**config.mk**
```make
export PLATFORM = sky130hd
export DESIGN_NAME = tandem_repeat_longest_run_top_flat
export DESIGN_NICKNAME = d
export VERILOG_FILES = /design/src/trlr_pkg.sv /design/src/trlr_if.sv /design/src/trlr_lane.sv /design/src/tandem_repeat_longest_run_top.sv /design/src/flat_wrapper.sv
export SDC_FILE = /design/constraint.sdc
export NUM_CORES = 2
export LEC_CHECK = 0
export ABC_AREA = 1
export BUFFER_PORTS_ARGS = -buffer_cell sky130_fd_sc_hd__clkbuf_2
export CAP_MARGIN = 20
export CORE_ASPECT_RATIO = 0.5
export CORE_UTILIZATION = 30
export CTS_CLUSTER_SIZE = 24
export DETAILED_ROUTE_END_ITERATION = 6
export GPL_ROUTABILITY_DRIVEN = 1
export PLACE_DENSITY = 0.5
export SLEW_MARGIN = 25
export SYNTH_ARGS = -nofsm -noshare
export SYNTH_HDL_FRONTEND = slang
export SYNTH_HIERARCHICAL = 1
export SYNTH_SLANG_ARGS = --single-unit
```
**constraint.sdc**
```tcl
create_clock -name clk -period 9.03 [get_ports clk]
set_clock_uncertainty 0.05 [all_clocks]
set_input_delay 0.903 -clock clk [delete_from_list [all_inputs] [get_ports clk]]
set_output_delay 0.903 -clock clk [all_outputs]
set_load 0.01 [all_outputs]
```
**src/trlr_pkg.sv**
```systemverilog
// Shared widths, register indexes and control types for the tandem repeat run finder.
`timescale 1ns / 1ps

package trlr_pkg;

	localparam int BASE_W    = 2;
	localparam int POS_W     = 16;
	localparam int CNT_W     = 16;
	localparam int PAT_W     = 32;
	localparam int LEN_W     = 5;
	localparam int PIDX_W    = 2;
	localparam int CFG_IDX_W = 3;

	localparam int NUM_CFG_PATTERNS = 4;

	localparam int NUM_PATTERNS_DEF    = 4;
	localparam int MAX_PATTERN_LEN_DEF = 16;
	localparam int SEQ_MAX_DEF         = 65536;

	// Hardware pattern length limit: the pattern registers hold sixteen bases.
	localparam int PAT_BASES = PAT_W / BASE_W;

	localparam logic [CNT_W-1:0] COUNT_MAX = '1;

	// Register index map: patterns first, then lengths.
	localparam logic [CFG_IDX_W-1:0] CFG_PATTERN_BASE = 3'd0;
	localparam logic [CFG_IDX_W-1:0] CFG_LEN_BASE     = 3'd4;

	localparam logic [LEN_W-1:0] LEN_RESET = 5'd1;

	// Control for the update stage of each pattern lane.
	typedef struct packed {
		logic adv;  // pipeline moves this cycle
		logic vld;  // update stage holds a beat
		logic act;  // that beat lies within the sequence limit
		logic eos;  // that beat ends the sequence
	} trlr_ctl_t;

endpackage

```
**src/trlr_if.sv**
```systemverilog
// Valid/ready channel interfaces for the base stream and the result stream.
`timescale 1ns / 1ps

interface trlr_in_if;
	import trlr_pkg::*;

	logic              valid;
	logic              ready;
	logic [BASE_W-1:0] base;
	logic              end_of_sequence;

	modport source (output valid, output base, output end_of_sequence, input ready);
	modport sink   (input valid, input base, input end_of_sequence, output ready);
endinterface

interface trlr_out_if;
	import trlr_pkg::*;

	logic              valid;
	logic              ready;
	logic [PIDX_W-1:0] pattern_index;
	logic [POS_W-1:0]  run_start;
	logic [CNT_W-1:0]  repeat_count;
	logic              last_result;

	modport source (output valid, output pattern_index, output run_start,
		output repeat_count, output last_result, input ready);
	modport sink   (input valid, input pattern_index, input run_start,
		input repeat_count, input last_result, output ready);
endinterface

```
**src/trlr_lane.sv**
```systemverilog
// One pattern lane: window compare, per-phase chain counter memory and best-run tracking.
`timescale 1ns / 1ps

module trlr_lane #(
	parameter int LEN_CAP = 16,
	parameter int JW      = 17,
	localparam int PW     = (LEN_CAP > 1) ? $clog2(LEN_CAP) : 1,
	localparam int NW     = $clog2(LEN_CAP + 1)
) (
	input  logic                                clk,
	input  logic                                arst_n,
	input  trlr_pkg::trlr_ctl_t                 ctl,
	input  logic [trlr_pkg::PAT_W-1:0]          pattern,
	input  logic [trlr_pkg::LEN_W-1:0]          len,
	input  logic [2*LEN_CAP+1:0]                window,
	input  logic [JW:0]                         j_next,
	input  logic [LEN_CAP-1:0][PW-1:0]          res,
	input  logic [trlr_pkg::POS_W-1:0]          j1_s1,
	output logic [trlr_pkg::CNT_W-1:0]          best_cnt,
	output logic [trlr_pkg::POS_W-1:0]          best_start
);
	import trlr_pkg::*;

	logic [CNT_W-1:0] mem [LEN_CAP];

	logic [NW-1:0]    n0;
	logic [PW-1:0]    ph0;
	logic             hit0;

	logic [NW-1:0]    n_s1;
	logic [PW-1:0]    ph_s1;
	logic             hit_s1;
	logic [CNT_W-1:0] rd_q;

	logic [LEN_CAP-1:0] vld_q;
	logic               fwd_v_q;
	logic [PW-1:0]      fwd_a_q;
	logic [CNT_W-1:0]   fwd_d_q;
	logic [CNT_W-1:0]   best_cnt_q;
	logic [POS_W-1:0]   best_start_q;

	logic [CNT_W-1:0]    old_cnt;
	logic [CNT_W-1:0]    inc_cnt;
	logic [CNT_W-1:0]    cnt;
	logic [CNT_W+NW-1:0] prod;
	logic [POS_W-1:0]    start;
	logic                better;
	logic                wr_en;

	// Clamp the configured length into 1..LEN_CAP
	always_comb begin
		if (len == '0) begin
			n0 = NW'(1);
		end else if (len > LEN_W'(LEN_CAP)) begin
			n0 = NW'(LEN_CAP);
		end else begin
			n0 = NW'(len);
		end
	end

	// Pick the phase for this length from the shared residue counters
	assign ph0 = res[PW'(n0 - NW'(1))];

	// Compare the newest n bases against the pattern, oldest base to first pattern base
	always_comb begin
		logic [NW-1:0] idx;
		idx  = '0;
		hit0 = (j_next >= (JW+1)'(n0));
		for (int k = 0; k < LEN_CAP; k++) begin
			if (NW'(k) < n0) begin
				idx = n0 - NW'(1) - NW'(k);
				if (pattern[2*k +: 2] != window[2*idx +: 2]) begin
					hit0 = 1'b0;
				end
			end
		end
	end

	// Read the chain counter and register the compare into the update stage
	always_ff @(posedge clk) begin
		if (ctl.adv) begin
			n_s1   <= n0;
			ph_s1  <= ph0;
			hit_s1 <= hit0;
			rd_q   <= mem[ph0];
		end
	end

	// Write back the updated chain counter
	always_ff @(posedge clk) begin
		if (wr_en) begin
			mem[ph_s1] <= cnt;
		end
	end

	// Take the write of the previous cycle when it hit the same phase
	always_comb begin
		if (!vld_q[ph_s1]) begin
			old_cnt = '0;
		end else if (fwd_v_q && (fwd_a_q == ph_s1)) begin
			old_cnt = fwd_d_q;
		end else begin
			old_cnt = rd_q;
		end
	end

	// Extend the chain with saturation and test it against the best run
	assign inc_cnt    = (old_cnt == COUNT_MAX) ? old_cnt : CNT_W'(old_cnt + 1'b1);
	assign cnt        = (ctl.act && hit_s1) ? inc_cnt : '0;
	assign prod       = (CNT_W+NW)'(cnt) * (CNT_W+NW)'(n_s1);
	assign start      = j1_s1 - POS_W'(prod);
	assign better     = ctl.act && (cnt > best_cnt_q);
	assign best_cnt   = better ? cnt : best_cnt_q;
	assign best_start = better ? start : best_start_q;
	assign wr_en      = ctl.adv && ctl.vld && ctl.act && !ctl.eos;

	// Hold valid bits, forward register and best run; drop all at sequence end
	always_ff @(posedge clk or negedge arst_n) begin
		if (!arst_n) begin
			vld_q        <= '0;
			fwd_v_q      <= 1'b0;
			fwd_a_q      <= '0;
			fwd_d_q      <= '0;
			best_cnt_q   <= '0;
			best_start_q <= '0;
		end else if (ctl.adv) begin
			fwd_v_q <= wr_en;
			fwd_a_q <= ph_s1;
			fwd_d_q <= cnt;
			if (ctl.vld) begin
				if (ctl.eos) begin
					vld_q        <= '0;
					best_cnt_q   <= '0;
					best_start_q <= '0;
				end else begin
					if (ctl.act) begin
						vld_q[ph_s1] <= 1'b1;
					end
					best_cnt_q   <= best_cnt;
					best_start_q <= best_start;
				end
			end
		end
	end

endmodule

```
**src/tandem_repeat_longest_run_top.sv**
```systemverilog
// The first result beat is offered once the end-of-sequence beat has loaded the result bank.
// Throughput: one base per cycle unless stalled; the results of a sequence leave one per cycle
// from a bank while results.ready is high. The base port stalls only while an end-of-sequence
// beat waits in the update stage for the previous sequence's results to drain.
// Reset clears history, counters, best runs, valid bits and loads the register defaults.
`timescale 1ns / 1ps

module tandem_repeat_longest_run_top #(
	parameter int NUM_PATTERNS    = trlr_pkg::NUM_PATTERNS_DEF,
	parameter int MAX_PATTERN_LEN = trlr_pkg::MAX_PATTERN_LEN_DEF,
	parameter int SEQ_MAX         = trlr_pkg::SEQ_MAX_DEF
) (
	input  logic                           clk,
	input  logic                           arst_n,
	input  logic                           cfg_we,
	input  logic [trlr_pkg::CFG_IDX_W-1:0] cfg_index,
	input  logic [trlr_pkg::PAT_W-1:0]     cfg_data,
	trlr_in_if.sink                        bases,
	trlr_out_if.source                     results
);
	import trlr_pkg::*;

	localparam int LEN_CAP = (MAX_PATTERN_LEN < PAT_BASES) ? MAX_PATTERN_LEN : PAT_BASES;
	localparam int PW      = (LEN_CAP > 1) ? $clog2(LEN_CAP) : 1;
	localparam int JW      = $clog2(SEQ_MAX + 1);
	localparam int PIW     = (NUM_PATTERNS > 1) ? $clog2(NUM_PATTERNS) : 1;
	localparam logic [PIW-1:0] LAST_IDX = PIW'(NUM_PATTERNS - 1);

	logic [PAT_W-1:0] pat_q [NUM_CFG_PATTERNS];
	logic [LEN_W-1:0] len_q [NUM_CFG_PATTERNS];

	logic [2*LEN_CAP-1:0]        hist_q;
	logic [JW-1:0]               j_q;
	logic [LEN_CAP-1:0][PW-1:0]  res_q;

	logic                 s1_vld_q;
	logic                 s1_act;
	logic                 s1_eos;
	logic [POS_W-1:0]     s1_j1;

	logic [CNT_W-1:0] bank_cnt_q   [NUM_PATTERNS];
	logic [POS_W-1:0] bank_start_q [NUM_PATTERNS];
	logic             busy_q;
	logic [PIW-1:0]   idx_q;

	logic [NUM_PATTERNS-1:0][CNT_W-1:0] lane_cnt;
	logic [NUM_PATTERNS-1:0][POS_W-1:0] lane_start;

	logic                 acc;
	logic                 adv;
	logic                 stall;
	logic                 out_acc;
	logic                 drain_done;
	logic                 act0;
	logic [2*LEN_CAP+1:0] window;
	logic [JW:0]          j_next;
	trlr_ctl_t            ctl;

	// Store configuration writes
	always_ff @(posedge clk or negedge arst_n) begin
		if (!arst_n) begin
			for (int p = 0; p < NUM_CFG_PATTERNS; p++) begin
				pat_q[p] <= '0;
				len_q[p] <= LEN_RESET;
			end
		end else if (cfg_we) begin
			if (cfg_index < CFG_LEN_BASE) begin
				pat_q[cfg_index[1:0]] <= cfg_data;
			end else begin
				len_q[cfg_index[1:0]] <= cfg_data[LEN_W-1:0];
			end
		end
	end

	// Handshake and stall: an end beat waits until the result bank frees
	assign out_acc    = results.valid && results.ready;
	assign drain_done = out_acc && (idx_q == LAST_IDX);
	assign stall      = s1_vld_q && s1_eos && busy_q && !drain_done;
	assign adv        = !stall;
	assign acc        = bases.valid && bases.ready;
	assign bases.ready = adv;

	assign act0   = (j_q < JW'(SEQ_MAX));
	assign window = {hist_q, bases.base};
	assign j_next = {1'b0, j_q} + 1'b1;

	// Advance history, position and residues per accepted base within the sequence limit; clear at sequence end
	always_ff @(posedge clk or negedge arst_n) begin
		if (!arst_n) begin
			hist_q <= '0;
			j_q    <= '0;
			res_q  <= '0;
		end else if (acc) begin
			if (bases.end_of_sequence) begin
				hist_q <= '0;
				j_q    <= '0;
				res_q  <= '0;
			end else if (act0) begin
				hist_q <= window[2*LEN_CAP-1:0];
				j_q    <= JW'(j_next);
				for (int k = 0; k < LEN_CAP; k++) begin
					res_q[k] <= (res_q[k] == PW'(k)) ? '0 : PW'(res_q[k] + 1'b1);
				end
			end
		end
	end

	// Update stage valid
	always_ff @(posedge clk or negedge arst_n) begin
		if (!arst_n) begin
			s1_vld_q <= 1'b0;
		end else if (adv) begin
			s1_vld_q <= acc;
		end
	end

	// Update stage payload
	always_ff @(posedge clk) begin
		if (adv) begin
			s1_act <= act0;
			s1_eos <= bases.end_of_sequence;
			s1_j1  <= POS_W'(j_next);
		end
	end

	assign ctl = '{adv: adv, vld: s1_vld_q, act: s1_act, eos: s1_eos};

	// One lane per pattern
	for (genvar p = 0; p < NUM_PATTERNS; p++) begin : g_lane
		trlr_lane #(
			.LEN_CAP (LEN_CAP),
			.JW      (JW)
		) u_lane (
			.clk        (clk),
			.arst_n     (arst_n),
			.ctl        (ctl),
			.pattern    (pat_q[p]),
			.len        (len_q[p]),
			.window     (window),
			.j_next     (j_next),
			.res        (res_q),
			.j1_s1      (s1_j1),
			.best_cnt   (lane_cnt[p]),
			.best_start (lane_start[p])
		);
	end

	// Load the result bank at sequence end; drain one beat per cycle while results.ready is high
	always_ff @(posedge clk or negedge arst_n) begin
		if (!arst_n) begin
			busy_q <= 1'b0;
			idx_q  <= '0;
		end else if (adv && s1_vld_q && s1_eos) begin
			busy_q <= 1'b1;
			idx_q  <= '0;
		end else if (out_acc) begin
			if (idx_q == LAST_IDX) begin
				busy_q <= 1'b0;
			end
			idx_q <= PIW'(idx_q + 1'b1);
		end
	end

	always_ff @(posedge clk) begin
		if (adv && s1_vld_q && s1_eos) begin
			for (int p = 0; p < NUM_PATTERNS; p++) begin
				bank_cnt_q[p]   <= lane_cnt[p];
				bank_start_q[p] <= lane_start[p];
			end
		end
	end

	// Present the current result beat
	assign results.valid         = busy_q;
	assign results.pattern_index = PIDX_W'(idx_q);
	assign results.run_start     = bank_start_q[idx_q];
	assign results.repeat_count  = bank_cnt_q[idx_q];
	assign results.last_result   = (idx_q == LAST_IDX);

endmodule

```
**src/flat_wrapper.sv**
```systemverilog
// flat-port wrapper written by rule: the top's interface ports become plain ports
module tandem_repeat_longest_run_top_flat import trlr_pkg::*;
#(
	parameter int NUM_PATTERNS    = trlr_pkg::NUM_PATTERNS_DEF,
	parameter int MAX_PATTERN_LEN = trlr_pkg::MAX_PATTERN_LEN_DEF,
	parameter int SEQ_MAX         = trlr_pkg::SEQ_MAX_DEF
)
  (clk, arst_n, cfg_we, cfg_index, cfg_data, bases_valid, bases_base, bases_end_of_sequence, bases_ready, results_valid, results_pattern_index, results_run_start, results_repeat_count, results_last_result, results_ready);
  trlr_in_if bases_i ();
  trlr_out_if results_i ();
  input  logic clk;
  input  logic arst_n;
  input  logic cfg_we;
  input  logic [trlr_pkg::CFG_IDX_W-1:0] cfg_index;
  input  logic [trlr_pkg::PAT_W-1:0] cfg_data;
  input wire logic [$bits(bases_i.valid)-1:0] bases_valid;
  input wire logic [$bits(bases_i.base)-1:0] bases_base;
  input wire logic [$bits(bases_i.end_of_sequence)-1:0] bases_end_of_sequence;
  output wire logic [$bits(bases_i.ready)-1:0] bases_ready;
  output wire logic [$bits(results_i.valid)-1:0] results_valid;
  output wire logic [$bits(results_i.pattern_index)-1:0] results_pattern_index;
  output wire logic [$bits(results_i.run_start)-1:0] results_run_start;
  output wire logic [$bits(results_i.repeat_count)-1:0] results_repeat_count;
  output wire logic [$bits(results_i.last_result)-1:0] results_last_result;
  input wire logic [$bits(results_i.ready)-1:0] results_ready;
  assign bases_i.valid = bases_valid;
  assign bases_i.base = bases_base;
  assign bases_i.end_of_sequence = bases_end_of_sequence;
  assign bases_ready = bases_i.ready;
  assign results_valid = results_i.valid;
  assign results_pattern_index = results_i.pattern_index;
  assign results_run_start = results_i.run_start;
  assign results_repeat_count = results_i.repeat_count;
  assign results_last_result = results_i.last_result;
  assign results_i.ready = results_ready;
  tandem_repeat_longest_run_top #(.NUM_PATTERNS(NUM_PATTERNS), .MAX_PATTERN_LEN(MAX_PATTERN_LEN), .SEQ_MAX(SEQ_MAX)) u_core (.clk(clk), .arst_n(arst_n), .cfg_we(cfg_we), .cfg_index(cfg_index), .cfg_data(cfg_data), .bases(bases_i), .results(results_i));
endmodule
```
# Word level (Yosys, flattened, before mapping)
# Memories as Yosys holds them, arrays and structs flattened. A register that Yosys moved wholly into a read port is not among the register bits.
# Index checks and enable logic that the tools add are counted.
[totals]
mem_bits_rw = 1152
n_memories = 6
out_inout_bits = 37
register_bits = 596
input_bits = 43
[op_classes]
n_shift = 64
muxes = 237
multipliers = 4
add_sub_neg = 90
n_bitwise = 7
order_cmp = 92
reduce_logical = 49
eq_ne = 88
[memory_table]
columns = ["memory", "depth", "width", "rd", "rd_clocked_by_memory_dff", "write_ports", "line", "source"]
rows = [
  ["u_core.g_lane[0].u_lane.mem", 16, 16, 1, 1, 1, "trlr_lane.sv:24", "logic [CNT_W-1:0] mem [LEN_CAP];"],
  ["u_core.g_lane[1].u_lane.mem", 16, 16, 1, 1, 1, "trlr_lane.sv:24", ""],
  ["u_core.g_lane[2].u_lane.mem", 16, 16, 1, 1, 1, "trlr_lane.sv:24", ""],
  ["u_core.g_lane[3].u_lane.mem", 16, 16, 1, 1, 1, "trlr_lane.sv:24", ""],
  ["u_core.bank_cnt_q", 4, 16, 1, 0, 4, "tandem_repeat_longest_run_top.sv:41", "logic [CNT_W-1:0] bank_cnt_q [NUM_PATTERNS];"],
  ["u_core.bank_start_q", 4, 16, 1, 0, 4, "tandem_repeat_longest_run_top.sv:42", "logic [POS_W-1:0] bank_start_q [NUM_PATTERNS];"],
]
[ops]
columns = ["cell", "count"]
rows = [
  ["indexed part select 34 x 7 -> 2 bit", 64],
  ["2-to-1 mux 16 bit", 40],
  ["less-than comparator 4 x 5 -> 1 bit, first input constant", 32],
  ["subtractor 5 x 4 -> 5 bit, second input constant", 32],
  ["2-to-1 mux 1 bit", 143],
  ["bitwise mux 128 bit", 1],
  ["2-to-1 mux 64 bit", 2],
  ["!= test 2 bit", 64],
  ["2-to-1 mux 32 bit", 3],
  ["less-than comparator 3 x 5 -> 1 bit, first input constant", 16],
  ["2-to-1 mux 4 bit", 20],
  ["subtractor 5 x 3 -> 5 bit, second input constant", 16],
  [">= comparator 18 x 5 -> 1 bit", 4],
  ["adder 16 x 1 -> 16 bit, second input constant", 4],
  ["adder 4 x 1 -> 4 bit, second input constant", 16],
  ["binary-select mux 4 bit (select 4 bit)", 4],
  ["demux 32 bit (select 2 bit)", 1],
  ["== test 16 bit, second input constant", 4],
  ["greater-than comparator 16 bit", 4],
  ["multiplier 16 x 5 -> 16 bit", 4],
  ["OR 16 bit", 4],
  ["subtractor 16 bit", 4],
  ["2-to-1 mux 5 bit", 9],
  ["less-than comparator 1 x 5 -> 1 bit, first input constant", 8],
  ["33 further kinds", 132],
]

# Longest topological paths before layout
[depth]
ltp_word = 38
depth_mapped = 47
mapped_depth_nobuf = 43

# Cells and area by module
# Netlist, hierarchy kept.
[modules_own_cells]
columns = ["mod", "n_inst", "cells_each", "area_each_um2"]
rows = [
  ["trlr_lane at u_core.g_lane[1].u_lane", 1, 2541, 21772.1],
  ["trlr_lane at u_core.g_lane[2].u_lane", 1, 2356, 21513.1],
  ["trlr_lane at u_core.g_lane[3].u_lane", 1, 2396, 21466.8],
  ["trlr_lane at u_core.g_lane[0].u_lane", 1, 2403, 21418.0],
  ["tandem_repeat_longest_run_top", 1, 1589, 16671.0],
]

# Worst setup path after synthesis
# Ideal clock, no wire load.
[synth_timing]
path_kind = "input to register"
start = "input port results_ready"
end = "memory u_core.bank_cnt_q[0][0] (enable)"
setup_slack_ns = 1.107
cell_stages = 2
required_time_ns = 8.319
setup_ns = 0.661
path_buffers = 0
t_arrival_ns = 7.212
cell_sequence = "nand2_1 a21oi_1"
[synth_rtl]
columns = ["element", "line", "source"]
rows = [
  ["start, declared", "flat_wrapper.sv:25", "input wire logic [$bits(results_i.ready)-1:0] results_ready;"],
  ["end, declared", "tandem_repeat_longest_run_top.sv:41", ""],
]

==> run summary <==
======================================================================================
Outcome ................................................................. finished with violations
Failing checks ..........................................................          DRC
Final Instance Area ..................................................... 114,000 um^2
Horiz. Die Dim ..........................................................       830 um
Wire length of the first global-routing pass ............................       520 mm
Commonest cells post-synth .............................................. sky130_fd_sc_hd__nand2_1 (2,488), sky130_fd_sc_hd__o21ai_0 (1,346), sky130_fd_sc_hd__edfxtp_1 (1,274)
Xor and xnor area share after synthesis .................................        2.59%
Main combinational cell family by area after synthesis .................. simple AND/OR/NAND/NOR gates
DP Wirelength ...........................................................       244 mm
DIE HEIGHT ..............................................................       416 um
Count of fill cells added during filler insertion .......................       34,800
H-tree depth ............................................................            4
Count of pins on the block boundary .....................................           80
Number of buffers created by CTS ........................................          187
Max-cap violations ......................................................            0
Number of instances in the synthesized netlist ..........................       11,300
Most repeated cell in the gate-level netlist after synthesis ............ sky130_fd_sc_hd__nand2_1
Met3 demand-to-capacity share in global routing .........................        2.38%
PwrDens .................................................................  423 nW/um^2
Clock sink count ........................................................        1,815
Area added between synthesis and finish .................................        11.2%
TritonCTS clock tree ....................................................        built
Worst-case reg-to-reg path depth ........................................           37
Number of nets in the final layout ......................................       11,700
Highest-delay cell along the critical path .............................. sky130_fd_sc_hd__inv_1
Sequential-to-total area share from yosys stat ..........................        50.4%
Top_reg_cell synth ...................................................... sky130_fd_sc_hd__edfxtp_1
Cells taking the most area after synthesis .............................. sky130_fd_sc_hd__edfxtp_1 (37%), sky130_fd_sc_hd__dfrtp_1 (13%), sky130_fd_sc_hd__nand2_1 (9.1%), sky130_fd_sc_hd__o21ai_0 (6.6%), sky130_fd_sc_hd__inv_1 (4.5%)
Type of the most critical hold path .....................................    in -> reg
Via count ...............................................................       81,300
Fraction of layout cells with a size suffix above 1 .....................        8.00%
Detailed-route vias per instance ........................................         5.12
Synth Area in Compound Gates ............................................        14.9%
First DRT Iteration DRCs ................................................        7,979
Library cell used as clock root buffer .................................. sky130_fd_sc_hd__clkbuf_16
Peak VDD IR .............................................................       491 uV
Post-synthesis average cell area ........................................    9.11 um^2
Number of optimization iterations in the first detailed-route pass ......            7
Data required time at the worst endpoint ................................      9.60 ns
Type of destination of the critical path ................................     register
CTS Buffer Depth ........................................................            4
Transition time at the pin with the least slew margin ...................      1.13 ns
Worst hold start ........................................................ results_ready
Post-detailed-route wirelength per cell .................................      22.4 um
Slack of the worst reg-to-reg path ......................................      1.04 ns
Share of synthesized cell area in and, or, nand and nor gates ...........        16.8%
GR met1 Demand/Resource .................................................        28.8%
Library cell occupying the most area in the post-synthesis netlist ...... sky130_fd_sc_hd__edfxtp_1
CP Max Fanout ...........................................................           19
Final weighted congestion of routability-driven global placement ........        0.915
Synthesized netlist net count ...........................................       11,800
Data arrival time of the critical path ..................................      8.55 ns
Pin count of the biggest net entering global routing ....................          131
Leak pwr ................................................................      45.5 nW
Most heavily used metal layer in global routing .........................         met2
Worst r2r src ........................................................... u_core/g_lane[0].u_lane/ph_s1[0]
FFs w/ async S/R, synth .................................................        29.8%
Worst hold slack after final layout .....................................     0.313 ns
Global-route congestion overflow total ..................................            0
Worst R2R End ........................................................... u_core/bank_start_q[0][14]
Yosys warns .............................................................            6
Residual DRC ............................................................           23
Endpoints failing hold ..................................................            0
Seq cells post-synth ....................................................        1,815
Unrepaired setup endpoints after global routing .........................        false
Number of antenna violations at the first check in global routing .......           25
Final worst path period share ...........................................        88.4%
Overall die area ........................................................ 345,000 um^2
Residual antenna-violating net count after detailed routing .............            0
Number of buffers added on ports ........................................           79
Number of cells on the worst hold path ..................................            4
Start-to-end type of the worst setup path ...............................   reg -> reg
Slowest Stage Delay on Critical Path ....................................      0.65 ns
Share of cell area taken by muxes after synthesis .......................        1.25%
Core Rows ...............................................................          151
Post-Synth Adder-Cell Area ..............................................        6.76%
Met2 track demand over resource .........................................        31.7%
Global routing usage summed across all routing layers ...................        19.9%
Kind of start point of the critical path ................................     register
Number of enable flip-flop cells after synthesis ........................        1,274
Most common cell type on the critical path .............................. sky130_fd_sc_hd__nand2_1
Insertion delay to the later sink of the worst-skew pair ................      0.90 ns
Hold Path Sink .......................................................... u_core/results.pattern_index[1]
Tightest slew margin relative to the limit ..............................        24.2%
Setup tns final .........................................................         0 ns
Via count of the first global-routing pass ..............................       75,700
Setup-violating endpoint count in the final report ......................            0
Clock slew at the register clock pins of the worst setup and hold paths .      0.06 ns
Portion of synthesized cell area occupied by the leading cell type ......        37.2%
Count of buffers added by post-CTS timing repair for setup ..............            0
Post-synthesis cell type count ..........................................           83
Period minus WS final ...................................................      7.99 ns
Post-DP Area ............................................................ 108,000 um^2
Area of the mapped netlist .............................................. 103,000 um^2
Core Footprint .......................................................... 340,000 um^2
Upper clock frequency limit .............................................      125 MHz
Max-slew violation total from the final report ..........................            0
Total Wirelength ........................................................       356 mm
Initial cell density of the core ........................................        30.3%
======================================================================================
[registers in the layout, summed over array words and instances, names as in the netlist, 2 cells and up]
name and count:
u_core/s1_j1 16, u_core/g_lane.u_lane/fwd_v_q 4, u_core/pat_q 128, u_core/g_lane.u_lane/rd_q 64
u_core/results.pattern_index 2, u_core/g_lane.u_lane/best_start_q 64, u_core/bank_start_q 64, u_core/g_lane.u_lane/n_s1 20
u_core/g_lane.u_lane/mem 1024, u_core/g_lane.u_lane/fwd_a_q 16, u_core/g_lane.u_lane/fwd_d_q 64, u_core/j_q 17
u_core/g_lane.u_lane/vld_q 64, u_core/res_q 64, u_core/g_lane.u_lane/ph_s1 16, u_core/hist_q 32
u_core/len_q 20, u_core/bank_cnt_q 64, u_core/g_lane.u_lane/best_cnt_q 64, u_core/g_lane.u_lane/hit_s1 4
[worst max-delay path, delay by kind of cell, from the launching register on]
| family | cells | cell delay (ns) |
|---|---|---|
| AND/OR/NAND/NOR | 22 | 3.19 |
| adder cells (fa/ha/maj) | 5 | 2.11 |
| buffers and inverters | 5 | 1.09 |
| AO/OA/AOI/OAI | 4 | 0.62 |
| flip-flops | 1 | 0.58 |
| XOR/XNOR | 1 | 0.09 |
[power by group]
group / internal, mW / switching [mW]
clock: 4.38 / 3.50
sequential: 11.3 / 1.30
combinational: 8.47 / 19.5
[how the worst max path moves through the flow]
stage                                                 from                    endpoint  slack, ns  cells past startpoint
final                     u_core/g_lane[0].u_lane/ph_s1[0]  u_core/bank_start_q[0][14]       1.04                     37
after global routing      u_core/g_lane[0].u_lane/ph_s1[0]  u_core/bank_start_q[0][14]       0.21                     39
after CTS                 u_core/g_lane[0].u_lane/ph_s1[0]  u_core/bank_start_q[0][14]       1.02                     40
after detailed placement  u_core/g_lane[0].u_lane/ph_s1[0]  u_core/bank_start_q[0][14]       1.05                     40
after global placement    u_core/g_lane[0].u_lane/ph_s1[0]  u_core/bank_start_q[0][14]       0.94                     40
after floorplan                              results_ready     u_core/bank_cnt_q[0][0]       1.11                      2
[repair_timing]
item,CTS,global route
hold buffers,1,0
gates resized for setup,0,0
endpoints found under the hold margin,18,0
[metrics by stage]
step | setup slack [ns] | std cells | util (%) | power [mW]
4_1_cts | 1.02 | 15900 | 33.6 | 48.5
6_report | 1.04 | 15900 | 33.6 | 48.4
3_3_place_gp | 0.944 | 15500 | 31.9 | 40.3
5_1_grt | 0.211 | 15900 | 33.6 | 52.2
2_1_floorplan | 1.11 | 11300 | - | 31.7
3_5_place_dp | 1.05 | 15500 | 31.9 | 40.5
[cell families after synthesis]
group | after synthesis
mux | 128
simple gates | 4078
flops | 1815
xor+xnor | 290
compound gates | 2682
buf+inv | 1849
fa+ha+maj | 443
[final cells by class]
class	count	area [um^2]	area share, %
Multi-Input combinational cell	7621	44000	38.5
Inverter	1311	4930	4.31
Antenna cell	9	22.5	0.0197
Clock inverter	94	905	0.791
Clock buffer	244	5070	4.43
Tap cell	4513	5650	4.94
Sequential cell	1815	51800	45.3
Timing Repair Buffer	258	1940	1.70
[layout by cell type (no fill, tap or decap), types with 60 or more instances in the layout]
cell type and instances:
sky130_fd_sc_hd__o22ai_1 111, sky130_fd_sc_hd__edfxtp_1 1274, sky130_fd_sc_hd__clkbuf_16 191, sky130_fd_sc_hd__ha_1 255
sky130_fd_sc_hd__nand3_1 397, sky130_fd_sc_hd__nor2_4 60, sky130_fd_sc_hd__dfrtp_1 536, sky130_fd_sc_hd__nor2_2 70
sky130_fd_sc_hd__xnor2_1 115, sky130_fd_sc_hd__xor2_1 161, sky130_fd_sc_hd__clkbuf_2 78, sky130_fd_sc_hd__nor2_1 687
sky130_fd_sc_hd__o21ai_1 100, sky130_fd_sc_hd__a21oi_1 560, sky130_fd_sc_hd__mux2i_1 128, sky130_fd_sc_hd__buf_4 163
sky130_fd_sc_hd__o211ai_1 144, sky130_fd_sc_hd__o21ai_0 1346, sky130_fd_sc_hd__o221ai_1 121, sky130_fd_sc_hd__fa_1 188
sky130_fd_sc_hd__nand2_1 2481, sky130_fd_sc_hd__nand4_1 151, sky130_fd_sc_hd__inv_1 1229, sky130_fd_sc_hd__a22oi_1 72
sky130_fd_sc_hd__o32ai_1 70
[routing by layer]
| layer | vias up | wire length [um] |
|---|---|---|
| met1 | 40100 | 165000 |
| met3 | 449 | 20300 |
| met2 | 2501 | 160000 |
| met5 | - | 48 |
| li1 | 38300 | - |
| met4 | 6 | 10100 |
Power figures use the tool's default switching activity.
